==> config.mk <==
export PLATFORM = sky130hd
export DESIGN_NAME = chrm_fifo
export DESIGN_NICKNAME = d
export VERILOG_FILES = /design/src/hw/rtl/chrm_pkg.sv /design/src/hw/rtl/chrm_fifo.sv
export VERILOG_INCLUDE_DIRS = /design/src /design/src/hw/rtl
export SDC_FILE = /design/constraint.sdc
export NUM_CORES = 1
export LEC_CHECK = 0
export CAP_MARGIN = 20
export CORE_MARGIN = 3
export CORE_UTILIZATION = 50
export CTS_CLUSTER_DIAMETER = 120
export CTS_CLUSTER_SIZE = 20
export DETAILED_ROUTE_END_ITERATION = 6
export DONT_BUFFER_PORTS = 1
export HOLD_SLACK_MARGIN = 0.08
export PLACE_DENSITY = 0.71
export SETUP_SLACK_MARGIN = 0.15
export SLEW_MARGIN = 20
export SYNTH_ARGS = -nofsm -noshare
export SYNTH_HDL_FRONTEND = slang
export SYNTH_SLANG_ARGS = --single-unit
==> constraint.sdc <==
create_clock -name clock -period 6 [get_ports clock]
set_clock_uncertainty 0.15 [all_clocks]
set_input_delay 0 -clock clock [delete_from_list [all_inputs] [get_ports clock]]
set_output_delay 0 -clock clock [all_outputs]
set_load 0.005 [all_outputs]
==> src/hw/rtl/channel_hit_rate_monitor_core_macros.svh <==
// Assertion macros shared by the monitor RTL.
`ifndef CHANNEL_HIT_RATE_MONITOR_CORE_MACROS_SVH
`define CHANNEL_HIT_RATE_MONITOR_CORE_MACROS_SVH

// Same-cycle implication, checked out of reset.
`define CHRM_ASSERT_NOW(label, clk, rst, ante, cons) \
   label: assert property (@(posedge clk) disable iff (rst) (ante) |-> (cons)) \
      else $error("assertion failed");

// Next-cycle implication, checked out of reset.
`define CHRM_ASSERT_NEXT(label, clk, rst, ante, cons) \
   label: assert property (@(posedge clk) disable iff (rst) (ante) |=> (cons)) \
      else $error("assertion failed");

`endif

==> src/hw/rtl/chrm_pkg.sv <==
package chrm_pkg;

   localparam int CHANNELS_PER_MODULE = 30;
   localparam int MAX_MODULES         = 16;
   localparam int SLOTS               = CHANNELS_PER_MODULE * MAX_MODULES;
   localparam int SLOT_W              = $clog2(SLOTS);
   localparam int SCAN_W              = $clog2(SLOTS + 1);
   localparam int MOD_IDX_W           = (MAX_MODULES > 1) ? $clog2(MAX_MODULES) : 1;
   localparam int MOD_CNT_W           = $clog2(MAX_MODULES + 1);
   localparam int CHAN_IDX_W          = $clog2(CHANNELS_PER_MODULE + 1);
   localparam int QUEUE_DEPTH         = 4;
   localparam int QUEUE_IDX_W         = $clog2(QUEUE_DEPTH);
   localparam int QUEUE_CNT_W         = $clog2(QUEUE_DEPTH + 1);
   localparam int CSR_IDX_W           = 2;

   localparam logic [15:0] WINDOW_MS_RESET     = 16'd2000;
   localparam logic [31:0] HOT_THRESHOLD_RESET = 32'd10000;
   localparam logic [31:0] MAX32               = 32'hFFFF_FFFF;
   localparam logic [8:0]  MAX9                = 9'h1FF;

   localparam logic [CSR_IDX_W-1:0] CSR_WINDOW_MS     = 2'd0;
   localparam logic [CSR_IDX_W-1:0] CSR_HOT_THRESHOLD = 2'd1;

   localparam logic CMD_HIT    = 1'b0;
   localparam logic CMD_HEADER = 1'b1;

   typedef struct packed {
      logic        cmd;
      logic [31:0] module_id;
      logic [4:0]  channel;
      logic [15:0] hit_count;
      logic [31:0] time_ms;
   } req_type;

   typedef struct packed {
      logic [31:0] total_hits;
      logic [8:0]  active_channels;
      logic [8:0]  odd_channels;
      logic [31:0] window_packets;
      logic [31:0] packets_total;
      logic [31:0] window_end_ms;
      logic [4:0]  modules_tracked;
      logic        overflow;
   } rsp_type;

   typedef enum logic {
      JOB_ADD,
      JOB_CLOSE
   } job_op_type;

   // One queued job for the counter engine.
   typedef struct packed {
      job_op_type           op;
      logic                 clr;
      logic                 add_en;
      logic [MOD_IDX_W-1:0] midx;
      logic [4:0]           chan;
      logic [15:0]          hits;
      logic [31:0]          window_packets;
      logic [31:0]          packets_total;
      logic [31:0]          end_ms;
      logic [MOD_CNT_W-1:0] mcount;
      logic                 overflow;
   } job_type;

   function automatic logic [31:0] sat_inc(input logic [31:0] a);
      return (a == MAX32) ? a : a + 32'd1;
   endfunction

   function automatic logic [31:0] sat_add(input logic [31:0] a, input logic [31:0] b);
      logic [32:0] s;
      s = {1'b0, a} + {1'b0, b};
      return s[32] ? MAX32 : s[31:0];
   endfunction

endpackage

==> src/hw/rtl/chrm_fifo.sv <==
`include "channel_hit_rate_monitor_core_macros.svh"

module chrm_fifo (
   input  logic              clock,
   input  logic              reset,
   input  logic              push,
   input  chrm_pkg::job_type push_job,
   input  logic              pop,
   output chrm_pkg::job_type head,
   output logic              empty,
   output logic              full
);
   import chrm_pkg::*;

   job_type                slot_ff [QUEUE_DEPTH];
   logic [QUEUE_IDX_W-1:0] rd_ff;
   logic [QUEUE_IDX_W-1:0] wr_ff;
   logic [QUEUE_CNT_W-1:0] cnt_ff;

   assign head  = slot_ff[rd_ff];
   assign empty = (cnt_ff == '0);
   assign full  = (cnt_ff == QUEUE_CNT_W'(QUEUE_DEPTH));

   always_ff @(posedge clock) begin
      if (reset) begin
         rd_ff  <= '0;
         wr_ff  <= '0;
         cnt_ff <= '0;
      end else begin
         if (push) wr_ff <= wr_ff + QUEUE_IDX_W'(1);
         if (pop)  rd_ff <= rd_ff + QUEUE_IDX_W'(1);
         if (push && !pop)      cnt_ff <= cnt_ff + QUEUE_CNT_W'(1);
         else if (pop && !push) cnt_ff <= cnt_ff - QUEUE_CNT_W'(1);
      end
   end

   always_ff @(posedge clock) begin
      if (push) slot_ff[wr_ff] <= push_job;
   end

   `CHRM_ASSERT_NOW(a_no_push_full, clock, reset, push, !full)
   `CHRM_ASSERT_NOW(a_no_pop_empty, clock, reset, pop, !empty)
   `CHRM_ASSERT_NOW(a_cnt_range, clock, reset, 1'b1, cnt_ff <= QUEUE_CNT_W'(QUEUE_DEPTH))

endmodule

==> impl_metrics.env, run 1 <==
export IMPL_status="stopped before the end"
export IMPL_lastStage="clock tree synthesis (4_1_cts)"
export IMPL_error="[ERROR RSZ-0060] Max buffer count reached."
export IMPL_cts_buffer_depth=3
export IMPL_place_ws_ns=3.30
export IMPL_mappedNetlistArea_um2=19300
export IMPL_cts_resized=0
export IMPL_synth_area_leaders="edfxtp_1 (81%), mux4_2 (15%), buf_12 (1.1%)"
export IMPL_io_pin_count=266
export IMPL_htreeDepth=1
export IMPL_async_flop_share_pct=0
export IMPL_synth_top_area_cell="edfxtp_1"
export IMPL_port_buffers=0
export IMPL_synth_seq_area_share_pct=81.9
export IMPL_netlist_instances=723
export IMPL_dp_hpwl_um=22900
export IMPL_postCtsHoldBufs=255
export IMPL_cts_inserted_buffers=30
export IMPL_die_w_um=202
export IMPL_yosys_register_bits=529
export IMPL_syn_avg_cell_area_um2=26.7
export IMPL_dieHeight_um=202
export IMPL_place_congestion=0.779
export IMPL_synth_top_area_share_pct=80.9
export IMPL_synth_nets=863
export IMPL_yosysWarnings=0
export IMPL_synth_distinct_cells=23
export IMPL_cts_sinks=529
export IMPL_initial_core_util_pct=51.0
export IMPL_ctsRootBufferMaster="clkbuf_16"
export IMPL_cts_setup_buffers=0
export IMPL_rows=71
export IMPL_synth_edf_count=520
export IMPL_ys_flop_type="edfxtp_1"
==> synthesized netlist by cell type (all sizes together) (2+ instances only) <==
cell,n
and2,4
xor2,3
edfxtp,520
nor2,7
inv,4
mux4,130
ha,5
dfxtp,9
mux2i,2
clkbuf,2
xnor2,2
buf,28
==> cell families after synthesis <==
logic type	count (synthesis)	share of synthesized area (%)
DFF	529	81.9
muxes	132	15.3
buffers and inverters	34	1.75
and+or+nand+nor	15	0.383
adders and majority gates	6	0.428
xor gates and xnor gates	5	0.227
AOI/OAI and AO/OA	2	0.0518
==> per-stage QoR <==
stage	std cells	area, µm²	util (%)
2_1_floorplan	723	19300	-
3_3_place_gp	1216	19700	52.1
3_5_place_dp	1216	19700	52.1
==> run 2, diff against run 1 <==
--- a/config.mk
+++ b/config.mk
@@ -8,14 +8,10 @@
 export LEC_CHECK = 0
 export CAP_MARGIN = 20
 export CORE_MARGIN = 3
-export CORE_UTILIZATION = 50
-export CTS_CLUSTER_DIAMETER = 120
-export CTS_CLUSTER_SIZE = 20
+export CORE_UTILIZATION = 35
 export DETAILED_ROUTE_END_ITERATION = 6
 export DONT_BUFFER_PORTS = 1
-export HOLD_SLACK_MARGIN = 0.08
-export PLACE_DENSITY = 0.71
-export SETUP_SLACK_MARGIN = 0.15
+export PLACE_DENSITY_LB_ADDON = 0.15
 export SLEW_MARGIN = 20
 export SYNTH_ARGS = -nofsm -noshare
 export SYNTH_HDL_FRONTEND = slang
==> run 2 against run 1 <==
The flow now finishes without violations. Synthesized area is the same. Synthesized cell count did not move.
==> impl_metrics.env, run 2 <==
export IMPL_status="complete, no violations"
export IMPL_maxSlewViolCount=0
export IMPL_cts_resized=0
export IMPL_grt_overflow_total=0
export IMPL_synth_commonest_cells="edfxtp_1 (520), mux4_2 (130), buf_12 (11)"
export IMPL_reg_largest_list="slot_ff x520, cnt_ff x3"
export IMPL_synth_area_leaders="edfxtp_1 (81%), mux4_2 (15%), buf_12 (1.1%)"
export IMPL_cts_inserted_buffers=55
export IMPL_drv_cap=0
export IMPL_slew_limit_headroom_pct=29.3
export IMPL_largest_reg_flops=520
export IMPL_cts_sinks=529
export IMPL_period_needed_ns=2.96
export IMPL_io_pin_count=266
export IMPL_nets=1164
export IMPL_synth_most_common_cell="edfxtp_1"
export IMPL_arrival_ns=2.81
export IMPL_mappedNetlistArea_um2=19300
export IMPL_grt_pass1_vias=9675
export IMPL_fin_cells=1766
export IMPL_port_buffers=0
export IMPL_endpoint_kind="output port"
export IMPL_track_usage_pct=13.7
export IMPL_powerDensity_nw_per_um2=340
export IMPL_tns_ns=0
export IMPL_ys_flop_type="edfxtp_1"
export IMPL_place_congestion=0.693
export IMPL_largest_register="slot_ff"
export IMPL_clk_pin_slew_ns=0.06
export IMPL_rows=85
export IMPL_fin_crit_sh_pct=49.3
export IMPL_synth_top_area_share_pct=80.9
export IMPL_use_met2_pct=23.1
export IMPL_dieHeight_um=241
export IMPL_initial_core_util_pct=35.6
export IMPL_hold_path_class="input port to flip-flop"
export IMPL_die_area_um2=58000
export IMPL_worst_slew_pin_slew_ns=1.06
export IMPL_use_met3_pct=4.51
export IMPL_start_kind="flip-flop"
export IMPL_syn_to_final_growth_pct=26.8
export IMPL_critical_path_class="flip-flop to output port"
export IMPL_synth_seq_area_share_pct=81.9
export IMPL_wl_um=39300
export IMPL_grt_antenna_before_repair=1
export IMPL_dp_hpwl_um=22600
export IMPL_synth_distinct_cells=23
export IMPL_syn_avg_cell_area_um2=26.7
export IMPL_finalSetupViolCount=0
export IMPL_clk_insertion_delay_late_ns=0.57
export IMPL_p_leak_nw=7.76
export IMPL_drc_errors=0
export IMPL_path_max_fanout=56
export IMPL_drt_iter0_drc=543
export IMPL_rsz0062_at_grt="false"
export IMPL_top_usage_layer="met2"
export IMPL_htreeDepth=2
export IMPL_cp_required_ns=5.85
export IMPL_cts_tree="done"
export IMPL_cts_buffer_depth=3
export IMPL_synth_top_area_cell="edfxtp_1"
export IMPL_grt_max_degree=68
export IMPL_final_cell_mix="edfxtp_1 (520), dlygate4sd3_1 (264), mux4_2 (130)"
export IMPL_async_flop_share_pct=0
export IMPL_whs_ns=0.0551
export IMPL_grt_pass1_wl_um=59600
export IMPL_drive_gt1_share_pct=21.6
export IMPL_core_area_um2=54100
export IMPL_num_antenna_cells=0
export IMPL_yosysWarnings=0
export IMPL_ant_nets=0
export IMPL_routed_via_density=4.84
export IMPL_finalCoreUtilization_pct=45.2
export IMPL_ctsRootBufferMaster="clkbuf_16"
export IMPL_die_w_um=241
export IMPL_vias=8546
export IMPL_wire_per_inst_um=22.3
export IMPL_netlist_instances=723
export IMPL_fill_cells=4444
export IMPL_mostFrequentLayoutCell="edfxtp_1"
export IMPL_hold_viol_final=0
export IMPL_synth_edf_count=520
export IMPL_dr_pass1_iters=5
export IMPL_vdd_drop_max_mv=0.222
export IMPL_gr_usage_met1_pct=17.1
export IMPL_yosys_register_bits=529
export IMPL_synth_nets=863
export IMPL_place_inst=1397
export IMPL_max_clock_freq_mhz=338
-- run 2: where the power goes --
group | internal, mW | switching [mW]
sequential | 4.25 | 0.0608
clock | 1.93 | 1.37
combinational | 0.348 | 0.358
-- run 2: critical path: stages (launching register included) --
cell and delay [ns]:
dfxtp_4 0.96, buf_4 0.77, mux4_2 0.49
-- run 2: cell families after synthesis --
group                      after synthesis  synth area share [%]
xor gates and xnor gates                 5                 0.227
muxes                                  132                  15.3
buffers and inverters                   34                  1.75
DFF                                    529                  81.9
adders and majority gates                6                 0.428
and+or+nand+nor                         15                 0.383
AOI/OAI and AO/OA                        2                0.0518
-- run 2: worst paths after layout --
path | start | to | slack [ns] | cells after the start
max | flip-flop | head[120] | 3.04 | 2
max reg2reg | wr_ff[0] | slot_ff[2][122] | 3.49 | 4
min reg2reg | rd_ff[1] | rd_ff[1] | 0.40 | 2
min | push_job[6] | slot_ff[1][6] | 0.06 | 1
-- run 2: stage by stage --
stage	total power [mW]	cell area, µm²	setup slack [ns]
final	8.31	24500	3.04
after global placement	4.91	20000	3.49
after floorplan	4.80	19300	1.82
after CTS	8.45	24400	2.89
after detailed placement	4.93	20000	3.39
after global routing	8.66	24500	2.80
-- run 2: final cells by class --
| class | instances | area (µm²) | area share, % |
|---|---|---|---|
| sequential | 529 | 15800 | 64.6 |
| multi-input combinational | 160 | 3170 | 13.0 |
| timing repair buffer | 274 | 2820 | 11.5 |
| clock buffer | 64 | 1440 | 5.89 |
| tap | 696 | 871 | 3.56 |
| clock inverter | 39 | 339 | 1.39 |
| inverter | 4 | 15.0 | 0.0614 |
-- run 2: routing by layer --
layer	wire length (µm)	vias to the layer above
met1	15800	4543
met3	2930	56
li1	-	3732
met4	804	2
met2	19800	213
met5	7	-
-- run 2: repair_timing --
| action | 4_1_cts | 5_1_grt |
|---|---|---|
| setup endpoints to repair | 0 | 0 |
| buffers inserted | 0 | 0 |
| hold buffers | 264 | 0 |
| endpoints found under the hold margin | 656 | 0 |
(Power assumes the default switching activity.)
