--- src/hw/rtl/channel_hit_rate_monitor_core_macros.svh ---
// Assertion macros shared by the monitor RTL.
`ifndef CHANNEL_HIT_RATE_MONITOR_CORE_MACROS_SVH
`define CHANNEL_HIT_RATE_MONITOR_CORE_MACROS_SVH

// Same-cycle implication, checked out of reset.
`define CHRM_ASSERT_NOW(label, clk, rst, ante, cons) \
   label: assert property (@(posedge clk) disable iff (rst) (ante) |-> (cons)) \
      else $error("assertion failed");

// Next-cycle implication, checked out of reset.
`define CHRM_ASSERT_NEXT(label, clk, rst, ante, cons) \
   label: assert property (@(posedge clk) disable iff (rst) (ante) |=> (cons)) \
      else $error("assertion failed");

`endif

--- src/hw/rtl/chrm_pkg.sv ---
package chrm_pkg;

   localparam int CHANNELS_PER_MODULE = 30;
   localparam int MAX_MODULES         = 16;
   localparam int SLOTS               = CHANNELS_PER_MODULE * MAX_MODULES;
   localparam int SLOT_W              = $clog2(SLOTS);
   localparam int SCAN_W              = $clog2(SLOTS + 1);
   localparam int MOD_IDX_W           = (MAX_MODULES > 1) ? $clog2(MAX_MODULES) : 1;
   localparam int MOD_CNT_W           = $clog2(MAX_MODULES + 1);
   localparam int CHAN_IDX_W          = $clog2(CHANNELS_PER_MODULE + 1);
   localparam int QUEUE_DEPTH         = 4;
   localparam int QUEUE_IDX_W         = $clog2(QUEUE_DEPTH);
   localparam int QUEUE_CNT_W         = $clog2(QUEUE_DEPTH + 1);
   localparam int CSR_IDX_W           = 2;

   localparam logic [15:0] WINDOW_MS_RESET     = 16'd2000;
   localparam logic [31:0] HOT_THRESHOLD_RESET = 32'd10000;
   localparam logic [31:0] MAX32               = 32'hFFFF_FFFF;
   localparam logic [8:0]  MAX9                = 9'h1FF;

   localparam logic [CSR_IDX_W-1:0] CSR_WINDOW_MS     = 2'd0;
   localparam logic [CSR_IDX_W-1:0] CSR_HOT_THRESHOLD = 2'd1;

   localparam logic CMD_HIT    = 1'b0;
   localparam logic CMD_HEADER = 1'b1;

   typedef struct packed {
      logic        cmd;
      logic [31:0] module_id;
      logic [4:0]  channel;
      logic [15:0] hit_count;
      logic [31:0] time_ms;
   } req_type;

   typedef struct packed {
      logic [31:0] total_hits;
      logic [8:0]  active_channels;
      logic [8:0]  odd_channels;
      logic [31:0] window_packets;
      logic [31:0] packets_total;
      logic [31:0] window_end_ms;
      logic [4:0]  modules_tracked;
      logic        overflow;
   } rsp_type;

   typedef enum logic {
      JOB_ADD,
      JOB_CLOSE
   } job_op_type;

   // One queued job for the counter engine.
   typedef struct packed {
      job_op_type           op;
      logic                 clr;
      logic                 add_en;
      logic [MOD_IDX_W-1:0] midx;
      logic [4:0]           chan;
      logic [15:0]          hits;
      logic [31:0]          window_packets;
      logic [31:0]          packets_total;
      logic [31:0]          end_ms;
      logic [MOD_CNT_W-1:0] mcount;
      logic                 overflow;
   } job_type;

   function automatic logic [31:0] sat_inc(input logic [31:0] a);
      return (a == MAX32) ? a : a + 32'd1;
   endfunction

   function automatic logic [31:0] sat_add(input logic [31:0] a, input logic [31:0] b);
      logic [32:0] s;
      s = {1'b0, a} + {1'b0, b};
      return s[32] ? MAX32 : s[31:0];
   endfunction

endpackage

--- src/hw/rtl/chrm_front.sv ---
module chrm_front (
   input  logic                clock,
   input  logic                reset,
   input  logic                accept,
   input  chrm_pkg::req_type   item,
   input  logic [15:0]         window_ms,
   output logic                push,
   output chrm_pkg::job_type   job
);
   import chrm_pkg::*;

   logic [31:0]          table_ff [MAX_MODULES];
   logic [MOD_CNT_W-1:0] count_ff;
   logic                 started_ff;
   logic [31:0]          ref_ff;
   logic [31:0]          wstart_ff;
   logic [31:0]          htotal_ff;
   logic [31:0]          hwindow_ff;
   logic                 ovf_ff;

   logic                 found;
   logic [MOD_IDX_W-1:0] found_idx;
   logic                 chan_ok;
   logic                 table_full;
   logic                 closes;
   logic [31:0]          elapsed;

   always_comb begin
      found     = 1'b0;
      found_idx = '0;
      for (int m = MAX_MODULES - 1; m >= 0; m--) begin
         if ((MOD_CNT_W'(m) < count_ff) && (table_ff[m] == item.module_id)) begin
            found     = 1'b1;
            found_idx = MOD_IDX_W'(m);
         end
      end
   end

   assign chan_ok    = CHAN_IDX_W'(item.channel) < CHAN_IDX_W'(CHANNELS_PER_MODULE);
   assign table_full = count_ff >= MOD_CNT_W'(MAX_MODULES);
   assign elapsed    = item.time_ms - wstart_ff;
   assign closes     = started_ff && (item.module_id == ref_ff) &&
                       (elapsed >= {16'd0, window_ms});

   always_comb begin
      push               = 1'b0;
      job                = '0;
      job.chan           = item.channel;
      job.hits           = item.hit_count;
      job.window_packets = hwindow_ff;
      job.packets_total  = htotal_ff;
      job.end_ms         = item.time_ms;
      job.mcount         = count_ff;
      job.overflow       = ovf_ff;
      if (accept) begin
         if (item.cmd == CMD_HIT) begin
            if (found) begin
               push       = chan_ok;
               job.op     = JOB_ADD;
               job.add_en = 1'b1;
               job.midx   = found_idx;
            end else if (!table_full) begin
               push       = 1'b1;
               job.op     = JOB_ADD;
               job.clr    = 1'b1;
               job.add_en = chan_ok;
               job.midx   = count_ff[MOD_IDX_W-1:0];
            end
         end else if (closes) begin
            push   = 1'b1;
            job.op = JOB_CLOSE;
         end
      end
   end

   always_ff @(posedge clock) begin
      if (reset) begin
         count_ff   <= '0;
         started_ff <= 1'b0;
         ref_ff     <= '0;
         wstart_ff  <= '0;
         htotal_ff  <= '0;
         hwindow_ff <= '0;
         ovf_ff     <= 1'b0;
      end else if (accept) begin
         if (item.cmd == CMD_HIT) begin
            if (found) begin
               if (!chan_ok) ovf_ff <= 1'b1;
            end else if (table_full) begin
               ovf_ff <= 1'b1;
            end else begin
               count_ff <= count_ff + MOD_CNT_W'(1);
               if (!chan_ok) ovf_ff <= 1'b1;
            end
         end else begin
            htotal_ff <= sat_inc(htotal_ff);
            if (!started_ff) begin
               started_ff <= 1'b1;
               ref_ff     <= item.module_id;
               wstart_ff  <= item.time_ms;
            end else if (closes) begin
               wstart_ff  <= item.time_ms;
               hwindow_ff <= '0;
            end else begin
               hwindow_ff <= sat_inc(hwindow_ff);
            end
         end
      end
   end

   always_ff @(posedge clock) begin
      if (accept && (item.cmd == CMD_HIT) && !found && !table_full) begin
         table_ff[count_ff[MOD_IDX_W-1:0]] <= item.module_id;
      end
   end

endmodule

--- config.mk ---
export PLATFORM = sky130hd
export DESIGN_NAME = chrm_front
export DESIGN_NICKNAME = d
export VERILOG_FILES = /design/src/hw/rtl/channel_hit_rate_monitor_core_macros.svh /design/src/hw/rtl/chrm_pkg.sv /design/src/hw/rtl/chrm_front.sv
export SDC_FILE = /design/constraint.sdc
export NUM_CORES = 2
export LEC_CHECK = 0
export BUFFER_PORTS_ARGS = -buffer_cell sky130_fd_sc_hd__clkbuf_2
export CAP_MARGIN = 15
export CORE_ASPECT_RATIO = 0.9
export CORE_MARGIN = 3
export CORE_UTILIZATION = 35
export CTS_CLUSTER_SIZE = 12
export DETAILED_ROUTE_END_ITERATION = 10
export REMOVE_ABC_BUFFERS = 1
export SKIP_LAST_GASP = 1
export SLEW_MARGIN = 10
export SYNTH_ARGS = -nofsm -noshare
export SYNTH_HDL_FRONTEND = slang
export SYNTH_SLANG_ARGS = --single-unit
--- constraint.sdc ---
create_clock -name clock -period 18.4 [get_ports clock]
set_clock_uncertainty 0.15 [all_clocks]
set_input_delay 4.6 -clock clock [delete_from_list [all_inputs] [get_ports clock]]
set_output_delay 4.6 -clock clock [all_outputs]
set_load 0.1 [all_outputs]
### After elaboration in Yosys (flattened, before gate mapping)

Memories as Yosys holds them, arrays and structs flattened.
Cells that the tools add are included.

| word-level totals | value |
|---|---|
| register bits | 135 |
| RAM bits | 512 |
| output and inout bits | 131 |
| logic and storage cells | 140 |
| memories | 1 |

Memory list:

| memory | words | bits a word | rd ports | clocked after Yosys merged registers in | write ports | line | RTL |
|---|---|---|---|---|---|---|---|
| table_ff | 16 | 32 | 16 | 0 | 1 | chrm_front.sv:12 | `logic [31:0] table_ff [MAX_MODULES];` |

| cells by class | value |
|---|---|
| add/subtract/negate cells | 4 |
| magnitude comparators | 19 |
| eq/ne operators | 21 |
| multiplexer cells | 53 |
| bitwise gates (word level) | 5 |
| reductions and logical operators | 30 |

Operators by type and width:

| kind | count |
|---|---|
| $eq 32x32->1 | 17 |
| $mux 32 | 4 |
| $add 32x1->32 const B | 2 |
| $eq 32x32->1 const B | 2 |
| $mux 4 | 16 |
| $lt 4x5->1 const A | 8 |
| $ge 32x16->1 | 1 |
| $sub 32x32->32 | 1 |
| $mux 1 | 29 |
| $logic_and 1x1->1 | 21 |
| $lt 3x5->1 const A | 4 |
| $mux 6 | 2 |
| $lt 1x5->1 const A | 2 |
| $lt 2x5->1 const A | 2 |
| $reduce_and 3->1 | 3 |
| $reduce_and 4->1 | 2 |
| $mux 7 | 1 |
| $add 5x1->5 const B | 1 |
| $ge 5x5->1 const B | 1 |
| $lt 5x5->1 const B | 1 |
| $mux 5 | 1 |
| $not 1->1 | 5 |
| $reduce_and 2->1 | 2 |
| $logic_not 1->1 | 2 |
| other kinds (2) | 2 |

### Longest topological paths before layout

An unclocked memory read counts as a cell.

| logic depth | value |
|---|---|
| depth after elaboration | 24 |
| gate-level depth with buffers | 23 |

### Worst setup path after synthesis

No wires, ideal clock.

| path | value |
|---|---|
| path type | input-to-output |
| from | in item[0] in the netlist's numbering |
| to | out push |
| arrival | 9.245 ns |
| data required time | 13.650 ns |
| path slack | 4.405 ns |
| stages | 22 |
| cell sequence | inv_1 -> ha_1 -> inv_1 -> fa_1 -> a211oi_2 -> o21ai_0 -> a21o_1 -> a211oi_1 -> nor3_1 -> ha_1 -> and4_1 -> o31ai_1 -> or4_1 -> o211ai_1 -> a211o_1 -> a2111oi_0 -> nand4_1 -> or4_1 -> buf_6 -> o211a_1 -> a21oi_1 -> nor2b_1 |

| on the way | value |
|---|---|
| cells in the longest elaborated chain, start to end | 6 |

Ends and longest elaborated chain:

| what | line | RTL |
|---|---|---|
| start: declaration | chrm_front.sv:5 | `input chrm_pkg::req_type item,` |
| $sub 32x32->32 | chrm_front.sv:41 | `assign elapsed = item.time_ms - wstart_ff;` |
| $ge 32x16->1 | chrm_front.sv:43 | `(elapsed >= {16'd0, window_ms});` |
| $logic_and 1x1->1 | chrm_front.sv:42 | `assign closes = started_ff && (item.module_id == ref_ff) &&` |
| $mux 1 | chrm_front.sv:69 | `end else if (closes) begin` |
| $mux 1 | chrm_front.sv:56 | `if (item.cmd == CMD_HIT) begin` |
| $mux 1 | chrm_front.sv:55 | `if (accept) begin` |
| end: declaration | chrm_front.sv:7 | `output logic push,` |

Every way passes these cells.

### Worst setup path after layout

Same ends and word-level chain as after synthesis.

==> impl_metrics.env <==
export IMPL_initial_core_util=0.355
export IMPL_port_buffer_count=201
export IMPL_yosysTopAreaCell="edfxtp_1"
export IMPL_ctsHoldBuffers=0
export IMPL_fill_cells=8078
export IMPL_synth_top_area_frac=0.502
export IMPL_via_per_inst=5.14
export IMPL_status="finished clean"
export IMPL_ir_drop_v=0.0000619
export IMPL_antenna_found_initial=0
export IMPL_yosys_warnings=0
export IMPL_slew_viol_final=0
export IMPL_avgSynthCellArea_sq_um=12.3
export IMPL_synth_edff_count=512
export IMPL_grt_max_degree=74
export IMPL_worstPathRequired_ns=13.65
export IMPL_syn_inst=2495
export IMPL_instances_no_fill=3844
export IMPL_drt_iter0_drc=1471
export IMPL_drt_antenna_violating_nets=0
export IMPL_die_area_sq_um=91100
export IMPL_finalCriticalPeriod_ns=14.80
export IMPL_grt_pass1_vias=19600
export IMPL_drc=0
export IMPL_relSlewSlack=0.304
export IMPL_setup_tns_ns=0
export IMPL_seq_area_sq_um=18100
export IMPL_die_w_microns=318
export IMPL_crit_type="in -> out"
export IMPL_clk_pin_slew_ns=0.06
export IMPL_area_growth_pct=13.5
export IMPL_fp_dieH_microns=287
export IMPL_crit_fanout=8
export IMPL_cts_sinks=647
export IMPL_finalWirelength_microns=78000
export IMPL_mostFrequentLayoutCells="512 x edfxtp_1, 381 x xor2_1, 214 x xnor2_1"
export IMPL_synth_ff_type="edfxtp_1"
export IMPL_layout_commonest_cell="edfxtp_1"
export IMPL_ys_seq_area_frac=0.590
export IMPL_cts_tree="yes"
export IMPL_first_pass_iters=7
export IMPL_cts_resized=0
export IMPL_hold_viol_final=0
export IMPL_worst_setup_path_end_kind="output port"
export IMPL_async_flop_share=0
export IMPL_multi_input_area_sq_um=11400
export IMPL_core_area_sq_um=86400
export IMPL_cp_arrival_ns=10.05
export IMPL_clk_latency_ns=0.62
export IMPL_hold_path_class="reg -> reg"
export IMPL_max_freq_ghz=0.0676
export IMPL_clockBufferDepth=3
export IMPL_worst_pin_slew_ns=1.04
export IMPL_fin_nets=2812
export IMPL_cts_buffers_inserted=72
export IMPL_cts_htree_levels=3
export IMPL_cts_root_buffer="clkbuf_16"
export IMPL_setup_violations=0
export IMPL_wl_per_cell_microns=20.3
export IMPL_synth_area_sq_um=30600
export IMPL_start_kind="input pin"
export IMPL_hpwl_microns=45200
export IMPL_hold_ws_ns=0.314
export IMPL_p_leak_nw=12.2
export IMPL_grt_pass1_wl_microns=119000
export IMPL_post_cts_buffers=0
export IMPL_vias=19800
export IMPL_ys_ff_latch=647
export IMPL_io_pins=236
export IMPL_fin_ws_ns=3.60
export IMPL_period_share=0.804
export IMPL_synthTopCellsByArea="edfxtp_1 50%, xor2_1 11%, dfxtp_1 8.8%"
export IMPL_place_ws_ns=3.58
export IMPL_gp_congestion=0.844
export IMPL_drv_cap=0
export IMPL_netlist_cell_type_count=70
export IMPL_drive_above_1_share=0.142
export IMPL_diodes=0
export IMPL_placed_cells=3723
export IMPL_rsz0062_at_grt="false"
export IMPL_grt_usage=0.167
export IMPL_rows=102
export IMPL_overflow=0
export IMPL_power_density_cell_area_nw_per_um2=94.1
==> state kept, by name (all words and copies together) (netlist names) <==
name / cells
count_ff: 5
htotal_ff: 32
hwindow_ff: 32
ovf_ff: 1
ref_ff: 32
started_ff: 1
table_ff: 512
wstart_ff: 32
==> where the power goes <==
group          total (mW)  switching, mW  internal, mW
Sequential           1.60        0.00843          1.59
Clock                1.36          0.575         0.786
Combinational       0.311          0.217        0.0941
==> worst paths after layout <==
kind	depth (start not counted)	to	slack (ns)	startpoint
min reg2reg	1	count_ff[4]	0.31	count_ff[4]
max reg2reg	21	wstart_ff[21]	12.23	wstart_ff[0]
min	1	count_ff[4]	0.31	count_ff[4]
max	23	push	3.60	item[0]
==> routing by layer <==
layer / part of all wire / GRT usage
met2: 0.47 / 0.276
met4: 0.022 / 0.0447
met1: 0.47 / 0.231
met3: 0.044 / 0.0255
met5: 0 / 0
==> logic make-up (layout without fill, tap and decap cells) <==
family / after synthesis / after routing / share of synthesized area
simple gates: 662 / 662 / 0.112
mux: 39 / 39 / 0.0127
fa+ha+maj: 54 / 54 / 0.0223
buf+inv: 237 / 442 / 0.0403
flops: 647 / 647 / 0.590
xor+xnor: 595 / 595 / 0.170
compound gates: 261 / 261 / 0.0529
==> per-stage QoR <==
stage,utilization,cell area (sq um),power [mW]
final,0.402,34800,3.27
after global routing,0.402,34800,3.39
after CTS,0.402,34800,3.31
after detailed placement,0.377,32600,1.94
after global placement,0.377,32600,1.94
after floorplan,-,29700,1.78
==> worst max-delay path, cell delays in order <==
cell       delay (ns)
clkbuf_2         0.09
inv_1            0.05
ha_1             0.18
inv_1            0.06
fa_1             0.43
a211oi_2         0.27
o21ai_0          0.30
a21o_1           0.27
a211oi_1         0.25
nor3_1           0.08
ha_1             0.29
and4_1           0.23
o31ai_1          0.07
or4_1            0.14
o211ai_1         0.11
a211o_1          0.33
a2111oi_0        0.52
nand4_1          0.14
or4_1            0.66
o211a_1          0.39
a21oi_1          0.17
nor2b_1          0.06
clkbuf_2         0.36
==> synthesized netlist by cell type, drive strengths merged (4+ instances only) <==
library cell and n:
edfxtp 512, xor2 381, xnor2 214, nand2 138
dfxtp 135, buf 133, nor2 120, a21oi 114
nor4 98, nand4 78, nand3 67, inv 65
o21ai 60, ha 53, nor3 42, clkbuf 39
mux2i 39, or3 34, and3 21, nand2b 17
a21o 16, and4 9, o21a 8, and2 7
or4 7, a211oi 6, nand3b 6, o211ai 6
or2 5, a31o 4, o211a 4, o21bai 4
o31ai 4, o41ai 4, or3b 4
==> layout make-up <==
type / count / share of cell area
clock buffer: 93 / 0.0556
clock inverter: 28 / 0.00774
inverter: 65 / 0.00702
multi-input combinational: 1611 / 0.328
sequential: 647 / 0.520
tap: 1144 / 0.0412
timing repair buffer: 256 / 0.0409
Power figures use the tool's default switching activity.
